## config.mk

```make
export PLATFORM = sky130hd
export DESIGN_NAME = stereo_noise_gate
export DESIGN_NICKNAME = d
export VERILOG_FILES = /design/src/sng_pkg.sv /design/src/stereo_noise_gate.sv /design/src/sng_lane.sv /design/src/sng_env.sv
export SDC_FILE = /design/constraint.sdc
export NUM_CORES = 2
export LEC_CHECK = 0
export BUFFER_PORTS_ARGS = -buffer_cell sky130_fd_sc_hd__buf_2
export CAP_MARGIN = 20
export CORE_MARGIN = 2
export CORE_UTILIZATION = 65
export DETAILED_ROUTE_END_ITERATION = 10
export GPL_TIMING_DRIVEN = 0
export PLACE_DENSITY = 0.83
export SYNTH_ARGS = -nofsm -noshare
export SYNTH_HDL_FRONTEND = slang
export SYNTH_SLANG_ARGS = --single-unit
```

## constraint.sdc

```tcl
create_clock -name clk -period 16.53 [get_ports clk]
set_clock_uncertainty 0.2 [all_clocks]
set_input_delay 0.8265 -clock clk [delete_from_list [all_inputs] [get_ports clk]]
set_output_delay 0.8265 -clock clk [all_outputs]
set_load 0.01 [all_outputs]
```

## src/sng_pkg.sv

```systemverilog
// Shared types and constants for the stereo noise gate.
// No dependencies; used by every module in src.
package sng_pkg;

  localparam int SampleW = 16;
  localparam int EnvW    = 17;
  localparam int CoefW   = 16;
  localparam int IdxW    = 2;

  localparam logic [EnvW-1:0] EnvUnity = 17'h10000;

  localparam logic [CoefW-1:0] ThrReset     = 16'd0;
  localparam logic [CoefW-1:0] AttackReset  = 16'd1351;
  localparam logic [CoefW-1:0] ReleaseReset = 16'd27;

  typedef enum logic [IdxW-1:0] {
    REG_THRESHOLD = 2'd0,
    REG_ATTACK    = 2'd1,
    REG_RELEASE   = 2'd2,
    REG_NONE      = 2'd3
  } reg_idx_t;

  typedef enum logic [4:0] {
    ST_IDLE = 5'b00001,
    ST_STEP = 5'b00010,
    ST_UPD  = 5'b00100,
    ST_GAIN = 5'b01000,
    ST_DONE = 5'b10000
  } state_t;

  // sequencer strobes to the envelope unit and the lanes
  typedef struct packed {
    logic step_en;
    logic upd_en;
    logic gain_en;
  } sng_ctrl_t;

endpackage

```

## src/stereo_noise_gate.sv

```systemverilog
// Stereo noise gate top level: stream ports, config registers, sequencer.
// Depends on sng_pkg, sng_lane and sng_env.
//
// Usage:
//   in_*  : one stereo frame per word; tdata = {right, left}, tuser = right present.
//   out_* : one word per frame; tdata = {pad, gate level, gated right, gated left}.
//   cfg_* : register writes (0 threshold, 1 attack, 2 release); always ready,
//           other indexes are dropped. Write only while no frame is in flight.
// Timing:
//   A frame is taken into the sample registers, then the envelope step multiply,
//   the envelope update and the two lane gain multiplies each take a register
//   stage before the result is loaded into the output word. One frame is
//   processed at a time: a new frame is taken only once the sequencer has walked
//   the dependent envelope then gain steps and handed the result to the output.
//   The output word sits in its own register, so the next frame is accepted and
//   worked on while the previous result waits; if the receiver stalls, the
//   finished frame waits in the final step until the output register frees.
// Reset (rst_n low, synchronous): envelope goes to zero (gate closed),
//   registers return to defaults, output valid drops.
module stereo_noise_gate
  import sng_pkg::*;
(
  input  logic            clk,
  input  logic            rst_n,
  input  logic            in_tvalid,
  output logic            in_tready,
  input  logic [31:0]     in_tdata,   // [15:0] left_sample, [31:16] right_sample
  input  logic            in_tuser,   // [0] right_present
  output logic            out_tvalid,
  input  logic            out_tready,
  output logic [55:0]     out_tdata,  // [15:0] gated_left, [31:16] gated_right,
                                      // [48:32] gate_level, [55:49] zero
  input  logic            cfg_valid,
  output logic            cfg_ready,
  input  logic [IdxW-1:0] cfg_index,
  input  logic [15:0]     cfg_data
);

  state_t state_r, state_nxt;
  sng_ctrl_t ctrl;

  logic [CoefW-1:0] thr_r, attack_r, release_r;
  logic signed [SampleW-1:0] left_r, right_r;
  logic [SampleW-1:0] left_mag, right_mag;
  logic signed [SampleW-1:0] gain_l, gain_r;
  logic [EnvW-1:0] env;
  logic out_valid_r, out_valid_nxt;
  logic [55:0] out_data_r;
  logic in_fire, out_load;

  assign cfg_ready = 1'b1;
  assign in_tready = (state_r == ST_IDLE);
  assign in_fire   = in_tvalid && in_tready;
  assign out_load  = (state_r == ST_DONE) && (!out_valid_r || out_tready);

  always_ff @(posedge clk) begin
    if (!rst_n) begin
      thr_r     <= ThrReset;
      attack_r  <= AttackReset;
      release_r <= ReleaseReset;
    end else if (cfg_valid) begin
      case (reg_idx_t'(cfg_index))
        REG_THRESHOLD: thr_r     <= cfg_data;
        REG_ATTACK:    attack_r  <= cfg_data;
        REG_RELEASE:   release_r <= cfg_data;
        default: ;
      endcase
    end
  end

  // absent right channel enters as a zero sample
  always_ff @(posedge clk) begin
    if (in_fire) begin
      left_r  <= in_tdata[15:0];
      right_r <= in_tuser ? in_tdata[31:16] : 16'sd0;
    end
  end

  always_comb begin
    state_nxt    = state_r;
    ctrl.step_en = 1'b0;
    ctrl.upd_en  = 1'b0;
    ctrl.gain_en = 1'b0;
    case (state_r)
      ST_IDLE: if (in_fire) state_nxt = ST_STEP;
      ST_STEP: begin
        ctrl.step_en = 1'b1;
        state_nxt    = ST_UPD;
      end
      ST_UPD: begin
        ctrl.upd_en = 1'b1;
        state_nxt   = ST_GAIN;
      end
      ST_GAIN: begin
        ctrl.gain_en = 1'b1;
        state_nxt    = ST_DONE;
      end
      ST_DONE: if (out_load) state_nxt = ST_IDLE;
      default: state_nxt = ST_IDLE;
    endcase
  end

  always_ff @(posedge clk) begin
    if (!rst_n) begin
      state_r <= ST_IDLE;
    end else begin
      state_r <= state_nxt;
    end
  end

  sng_lane u_lane_l (
    .clk    (clk),
    .sample (left_r),
    .env    (env),
    .ctrl   (ctrl),
    .mag    (left_mag),
    .gain_r (gain_l)
  );

  sng_lane u_lane_r (
    .clk    (clk),
    .sample (right_r),
    .env    (env),
    .ctrl   (ctrl),
    .mag    (right_mag),
    .gain_r (gain_r)
  );

  sng_env u_env (
    .clk       (clk),
    .rst_n     (rst_n),
    .ctrl      (ctrl),
    .left_mag  (left_mag),
    .right_mag (right_mag),
    .threshold (thr_r),
    .attack    (attack_r),
    .release_c (release_r),
    .env_r     (env)
  );

  always_comb begin
    out_valid_nxt = out_valid_r;
    if (out_load) begin
      out_valid_nxt = 1'b1;
    end else if (out_tready) begin
      out_valid_nxt = 1'b0;
    end
  end

  always_ff @(posedge clk) begin
    if (!rst_n) begin
      out_valid_r <= 1'b0;
    end else begin
      out_valid_r <= out_valid_nxt;
    end
  end

  always_ff @(posedge clk) begin
    if (out_load) begin
      out_data_r <= {7'd0, env, gain_r, gain_l};
    end
  end

  assign out_tvalid = out_valid_r;
  assign out_tdata  = out_data_r;

endmodule

```

## src/sng_lane.sv

```systemverilog
// One channel lane: sample magnitude for the peak detector and the
// registered sample-times-envelope gain multiply. Depends on sng_pkg.
module sng_lane
  import sng_pkg::*;
(
  input  logic                      clk,
  input  logic signed [SampleW-1:0] sample,
  input  logic        [EnvW-1:0]    env,
  input  sng_ctrl_t                 ctrl,
  output logic        [SampleW-1:0] mag,
  output logic signed [SampleW-1:0] gain_r
);

  logic signed [SampleW+EnvW:0] prod;
  logic signed [SampleW-1:0]    gain_nxt;

  // most negative sample wraps to 0x8000, read unsigned as 32768
  assign mag = sample[SampleW-1] ? (~sample + 16'd1) : sample;

  // arithmetic shift gives floor division by 65536
  assign prod     = sample * $signed({1'b0, env});
  assign gain_nxt = prod[SampleW+15:16];

  always_ff @(posedge clk) begin
    if (ctrl.gain_en) begin
      gain_r <= gain_nxt;
    end
  end

endmodule

```

## src/sng_env.sv

```systemverilog
// Merge stage: peak of the two lane magnitudes, gate decision and the
// attack/release envelope follower. Depends on sng_pkg.
module sng_env
  import sng_pkg::*;
(
  input  logic               clk,
  input  logic               rst_n,
  input  sng_ctrl_t          ctrl,
  input  logic [SampleW-1:0] left_mag,
  input  logic [SampleW-1:0] right_mag,
  input  logic [CoefW-1:0]   threshold,
  input  logic [CoefW-1:0]   attack,
  input  logic [CoefW-1:0]   release_c,
  output logic [EnvW-1:0]    env_r
);

  logic [SampleW-1:0]    peak;
  logic                  open;
  logic                  rising;
  logic [EnvW-1:0]       delta;
  logic [CoefW-1:0]      coef;
  logic [CoefW+EnvW-1:0] prod;
  logic [EnvW-1:0]       step_r, step_nxt;
  logic                  up_r, up_nxt;
  logic [EnvW-1:0]       env_nxt;

  always_comb begin
    peak   = (left_mag > right_mag) ? left_mag : right_mag;
    open   = (peak >= threshold);
    rising = open && (env_r != EnvUnity);
    if (rising) begin
      delta = EnvUnity - env_r;
      coef  = attack;
    end else begin
      // open at unity gives delta zero
      delta = open ? (EnvUnity - env_r) : env_r;
      coef  = release_c;
    end
    prod     = {{EnvW{1'b0}}, coef} * {{CoefW{1'b0}}, delta};
    step_nxt = prod[CoefW+EnvW-1:16];
    up_nxt   = rising;
    env_nxt  = up_r ? (env_r + step_r) : (env_r - step_r);
  end

  always_ff @(posedge clk) begin
    if (ctrl.step_en) begin
      step_r <= step_nxt;
      up_r   <= up_nxt;
    end
  end

  always_ff @(posedge clk) begin
    if (!rst_n) begin
      env_r <= '0;
    end else if (ctrl.upd_en) begin
      env_r <= env_nxt;
    end
  end

endmodule

```

== Word-level counts from Yosys, hierarchy flattened ==
Index checks and enable logic that the tools add are counted.

* Add/subtract/negate cells: 5
* Multiply operators: 3
* $lt $le $gt $ge: 2
* Equality and inequality tests: 10
* Multiplexer cells: 15
* Bitwise gates (word level): 2
* Reduce and logical (&&, ||, !) cells: 11

{| class="wikitable"
|+ Operators with widths
! cell !! number
|-
| multiplier 16 x 18 -> 32 bit || 2
|-
| 2-to-1 mux 16 bit || 4
|-
| 2-to-1 mux 17 bit || 3
|-
| multiplier 16 x 17 -> 33 bit || 1
|-
| adder 16 x 1 -> 16 bit, second input constant || 2
|-
| inverter 16 bit || 2
|-
| case mux 5 bit (5 select lines) || 1
|-
| adder 17 bit || 1
|-
| inequality test 17 bit, second input constant || 1
|-
| subtractor 17 bit || 1
|-
| subtractor 17 bit, first input constant || 1
|-
| greater-or-equal comparator 16 bit || 1
|-
| greater-than comparator 16 bit || 1
|-
| 2-to-1 mux 5 bit || 2
|-
| AND reduction 2 bit || 4
|-
| equality test 5 x 1 -> 1 bit, second input constant || 1
|-
| equality test 5 x 2 -> 1 bit, second input constant || 1
|-
| equality test 5 x 3 -> 1 bit, second input constant || 1
|-
| equality test 5 x 4 -> 1 bit, second input constant || 1
|-
| equality test 5 bit, second input constant || 1
|-
| 2-to-1 mux 1 bit || 5
|-
| logical AND 1 bit || 3
|-
| equality test 2 x 1 -> 1 bit, second input constant || 1
|-
| equality test 2 bit, second input constant || 1
|-
| other kinds (6) || 6
|}

* Bits in registers: 202
* Bits of input ports: 56
* Word-level logic and storage cells: 61

== Depth between registers and ports, before layout ==
* Word-level depth: 9
* Mapped depth: 50
* Depth with buffers taken out: 46

== By module ==
Synthesis repeated with hierarchy kept, for this count alone.

* Cells, all modules: 3891
* Area, all modules: 36044.6 um^2

{| class="wikitable"
|+ Modules (own cells, without submodules)
! module !! times used !! cells an instance !! area each (um^2)
|-
| sng_env || 1 || 1392 || 12157.9
|-
| sng_lane at u_lane_r || 1 || 1082 || 9746.8
|-
| sng_lane at u_lane_l || 1 || 1063 || 9562.9
|-
| stereo_noise_gate || 1 || 354 || 4576.9
|}

== Worst setup path before layout ==
OpenSTA, ideal clock, no wires.

* Path type: register -> register
* Start: register left_r[1]
* End: register u_env.step_r[16], data pin
* Setup time: 0.260 ns
* Arrival time: 11.043 ns
* Required time: 16.070 ns
* Path slack: 5.027 ns
* Stages on the path, launching flop included: 50
* Cells stage by stage: edfxtp_1 > buf_2 > clkbuf_1 > inv_1 > ha_1 > nand2b_1 > or4_1 > or2_2 > o41ai_1 > xor2_1 > inv_1 > ha_1 > a21o_1 > a21oi_1 > nor2_1 > a211oi_1 > a21oi_1 > buf_2 > (+14 left out) > fa_1 > inv_1 > fa_1 > fa_1 > inv_1 > fa_1 > inv_1 > ha_1 > a21o_1 > a21o_1 > a21oi_1 > o21ai_0 > a221o_1 > a22o_1 > a21oi_2 > o211ai_1 > a41oi_1 > xnor2_1

* Cells in the longest elaborated chain, start to end: 9
* Elaborated cells on any way between the ends: 11
* Those cells by class: add/sub: 1; mul: 1; order compare: 2; mux: 5; bitwise: 1; reduce/logical: 1

{| class="wikitable"
|+ RTL lines
! element !! RTL line !! text
|-
| start: declaration || stereo_noise_gate.sv:43 || <nowiki>logic signed [SampleW-1:0] left_r, right_r;</nowiki>
|-
| start signal: assignment || stereo_noise_gate.sv:74 || <nowiki>left_r <= in_tdata[15:0];</nowiki>
|-
| inverter 16 bit || sng_lane.sv:18 || <nowiki>assign mag = sample[SampleW-1] ? (~sample + 16'd1) : sample;</nowiki>
|-
| adder 16 x 1 -> 16 bit || sng_lane.sv:18 ||
|-
| 2-to-1 mux 16 bit * || sng_lane.sv:18 ||
|-
| greater-than comparator 16 bit || sng_env.sv:28 || <nowiki>peak = (left_mag > right_mag) ? left_mag : right_mag;</nowiki>
|-
| 2-to-1 mux 16 bit * || sng_env.sv:28 ||
|-
| greater-or-equal comparator 16 bit * || sng_env.sv:29 || <nowiki>open = (peak >= threshold);</nowiki>
|-
| 2-to-1 mux 17 bit or logical AND 1 bit (tied branches) || sng_env.sv:36, sng_env.sv:30 ||
|-
| 2-to-1 mux 17 bit or 2-to-1 mux 16 bit (tied branches) || sng_env.sv:31 || <nowiki>if (rising) begin</nowiki>
|-
| multiplier 16 x 17 -> 33 bit * || sng_env.sv:39 || <nowiki>prod = {{EnvW{1'b0}}, coef} * {{CoefW{1'b0}}, delta};</nowiki>
|-
| net u_env.prod[32] || sng_env.sv:22 || <nowiki>logic [CoefW+EnvW-1:0] prod;</nowiki>
|-
| end signal: assignment || sng_env.sv:47 || <nowiki>step_r <= step_nxt;</nowiki>
|-
| end: declaration || sng_env.sv:23 || <nowiki>logic [EnvW-1:0] step_r, step_nxt;</nowiki>
|}

The timed path passes the listed nets; every way through them passes the cells marked *.
A chain may end at the register's enable or synchronous reset.

== Final worst setup path ==
* Start: register left_r[0]
* End: register u_env.step_r[6], data pin

Same word-level chain as after synthesis.

==> metrics.cfg <==
[status]
status=completed

[final_layout]
final_common_cell=inv_1
mostFrequentLayoutCells=inv_1, fa_1, nand2_1
syn_to_final_growth_pct=6.648
fin_cells=4680
layout-drive-gt1-share_pct=5.380
layout.nets=5012
fillers=4068
final_core_util_pct=70.04

[synthesis]
synth.top_cell.area_share_pct=35.30
synth_edf_count=131
ys_ff_latch=202
syn_area_um2=35270
synth_warnings=0
ys_seq_area_share_pct=15.18
synth_cell_types=75
synthTopCellsByArea=fa_1, ha_1, edfxtp_1
syn_avg_cell_area_um2=9.248
syn_inst=3814
ys_async_sr_fraction_pct=0
yosysTopAreaCell=fa_1
synth-main-ff-cell=edfxtp_1

[critical_path]
arrival_ns=14.24
required_ns=16.65
crit_path_max_incr_delay_ns=0.63
worstSetupPathType=flop to flop
end_kind=flop
startpoint_type=flop
crit_path_top_delay_cell=a21oi_1
cp_max_fo=10

[floorplanning]
initial_core_util_pct=65.67
ioPinCount=115
dieWidth_um=236.9
core_area_um2=53710
fp.dieH_um=236.9
rows=85
dieArea_um2=56140

[pwr]
ir_worst_vdd_mv=0.08508
power.leakage_nw=18.23
power_density_nw_per_um2=48.12
power.total_w=0.001810

[sta]
hold_viol_final=0
max_slew_margin_pct=19.65
fin_setup_tns_ns=0
timing.final.crit_share_pct=85.40
tightest_slew_ns=1.197
rsz0062_at_grt=no
fmax_mhz=70.84
fin_crit_ns=14.12
drv_slew=0
finalSetupViolCount=0

[hold_path]
hp-class=primary input to flop

[placement]
place_congestion=1.019
port_buffers=106
dp_hpwl_um=77670
dp.cells=4625

[route]
wl_per_cell_um=20.68
drtIter0Drc=2324
wl_um=96780
dr.pass1.iters=6
vias_per_cell=5.829
ant_nets=0
vias=27280
drc=0

[global_route]
antenna_found_initial=5
grt_pass1_vias=28350
grt_pass1_wl_um=152200
overflow=0
grt_max_degree=34
grt_use_total_pct=35.62

[clocking]
clock_path_buffers=3
cts.sinks=202
cts_tree=yes
path_clk_slew_ns=0.06
cts_hold_buf=0
clock-root-buffer=clkbuf_16
ctsHtreeMaxLevel=1
cts_resized=0
post_cts_buffers=0
cts_buffers=25
clock_latency_ns=0.60

[flow_run]
max_cap_viol_count=0

-- critical path: cells and delay by family, from the launching register on --
family,cells,cell delay [ns]
fa+ha+maj,10,4.11
compound gates,11,3.25
buf+inv,11,2.50
simple gates,11,2.09
mux,2,0.65
flops,1,0.58
xor+xnor,2,0.46
-- metal layers --
metal | routed length [µm] | GRT usage, %
met5 | 0 | 0
met4 | 7267 | 22.69
met3 | 10620 | 8.545
met2 | 44280 | 56.93
met1 | 34610 | 43.63
-- metrics by stage --
| step | area [µm²] | hold WS, ns | setup WS (ns) |
|---|---|---|---|
| 6_report | 37610 | 0.2075 | 2.414 |
| 5_1_grt | 37600 | 0.2004 | 1.821 |
| 4_1_cts | 37580 | 0.1912 | 2.578 |
| 3_5_place_dp | 36740 | 0.2045 | 2.627 |
| 3_3_place_gp | 36690 | 0.2006 | 2.702 |
| 2_1_floorplan | 35290 | 0.2003 | 5.027 |
-- worst paths after layout --
| kind | start | to | slack [ns] | cells after the start |
|---|---|---|---|---|
| hold / removal | in_tdata[11] | left_r[11] | 0.21 | 1 |
| setup reg to reg | left_r[0] | u_env.step_r[6] | 2.41 | 47 |
| hold reg to reg | u_lane_l.gain_r[14] | out_tdata[14] | 0.22 | 0 |
| setup / recovery | left_r[0] | u_env.step_r[6] | 2.41 | 47 |
-- registers in the layout, summed over array words and instances (netlist names) --
name	flops
attack_r	16
left_r	16
out_tdata	49
out_tvalid	1
release_r	16
right_r	16
state_r	5
thr_r	16
u_env.env_r	17
u_env.step_r	17
u_env.up_r	1
u_lane_l.gain_r	16
u_lane_r.gain_r	16
-- power breakdown --
part | internal [W] | leakage [nW] | switching [W] | total, W
Combinational | 0.000228 | 16.0 | 0.000441 | 0.000669
Sequential | 0.000558 | 1.78 | 0.0000136 | 0.000572
Clock | 0.000327 | 0.411 | 0.000243 | 0.000570
-- layout make-up --
class / instances / area, µm² / share of cell area, %
buffer: 181 / 733.2 / 1.949
clock inverter: 16 / 165.2 / 0.4391
tap: 696 / 870.8 / 2.315
sequential: 202 / 5355 / 14.24
inverter: 774 / 2905 / 7.724
timing repair buffer: 112 / 585.6 / 1.557
antenna: 6 / 15.01 / 0.03992
clock buffer: 30 / 675.6 / 1.796
multi-input combinational: 2663 / 26310 / 69.94
-- kinds of logic (layout without fill, tap and decap cells) --
family | after synthesis | in the layout | share of synthesized area, %
mux | 52 | 52 | 1.543
compound gates | 266 | 266 | 5.215
fa+ha+maj | 997 | 997 | 48.61
other cells | 2 | 14 | 0.02129
simple gates | 1200 | 1200 | 15.64
buf+inv | 955 | 1113 | 10.32
xor+xnor | 140 | 140 | 3.477
flops | 202 | 202 | 15.18
-- cells in the mapped netlist, types with 4 or more instances --
master / count
a211oi_1: 8
a21boi_0: 43
a21o_1: 31
a21oi_1: 52
a31oi_1: 8
a41oi_1: 4
and2_1: 244
and3_1: 12
and4_1: 4
buf_1: 24
buf_2: 7
buf_4: 8
clkbuf_1: 140
dfxtp_1: 71
edfxtp_1: 131
fa_1: 622
ha_1: 375
inv_1: 772
mux2_2: 19
mux2i_1: 33
nand2_1: 600
nand2b_1: 28
nand3_1: 26
nand3b_1: 8
nand4_1: 10
nor2_1: 196
nor2b_1: 10
nor3_1: 23
nor4_1: 7
o211ai_1: 6
o21a_1: 17
o21ai_0: 43
o21bai_1: 7
o22ai_1: 4
o31ai_1: 10
or2_2: 8
or3_1: 8
or4_1: 4
xnor2_1: 68
xor2_1: 72
Note: power is estimated with default switching activity, not from simulation.
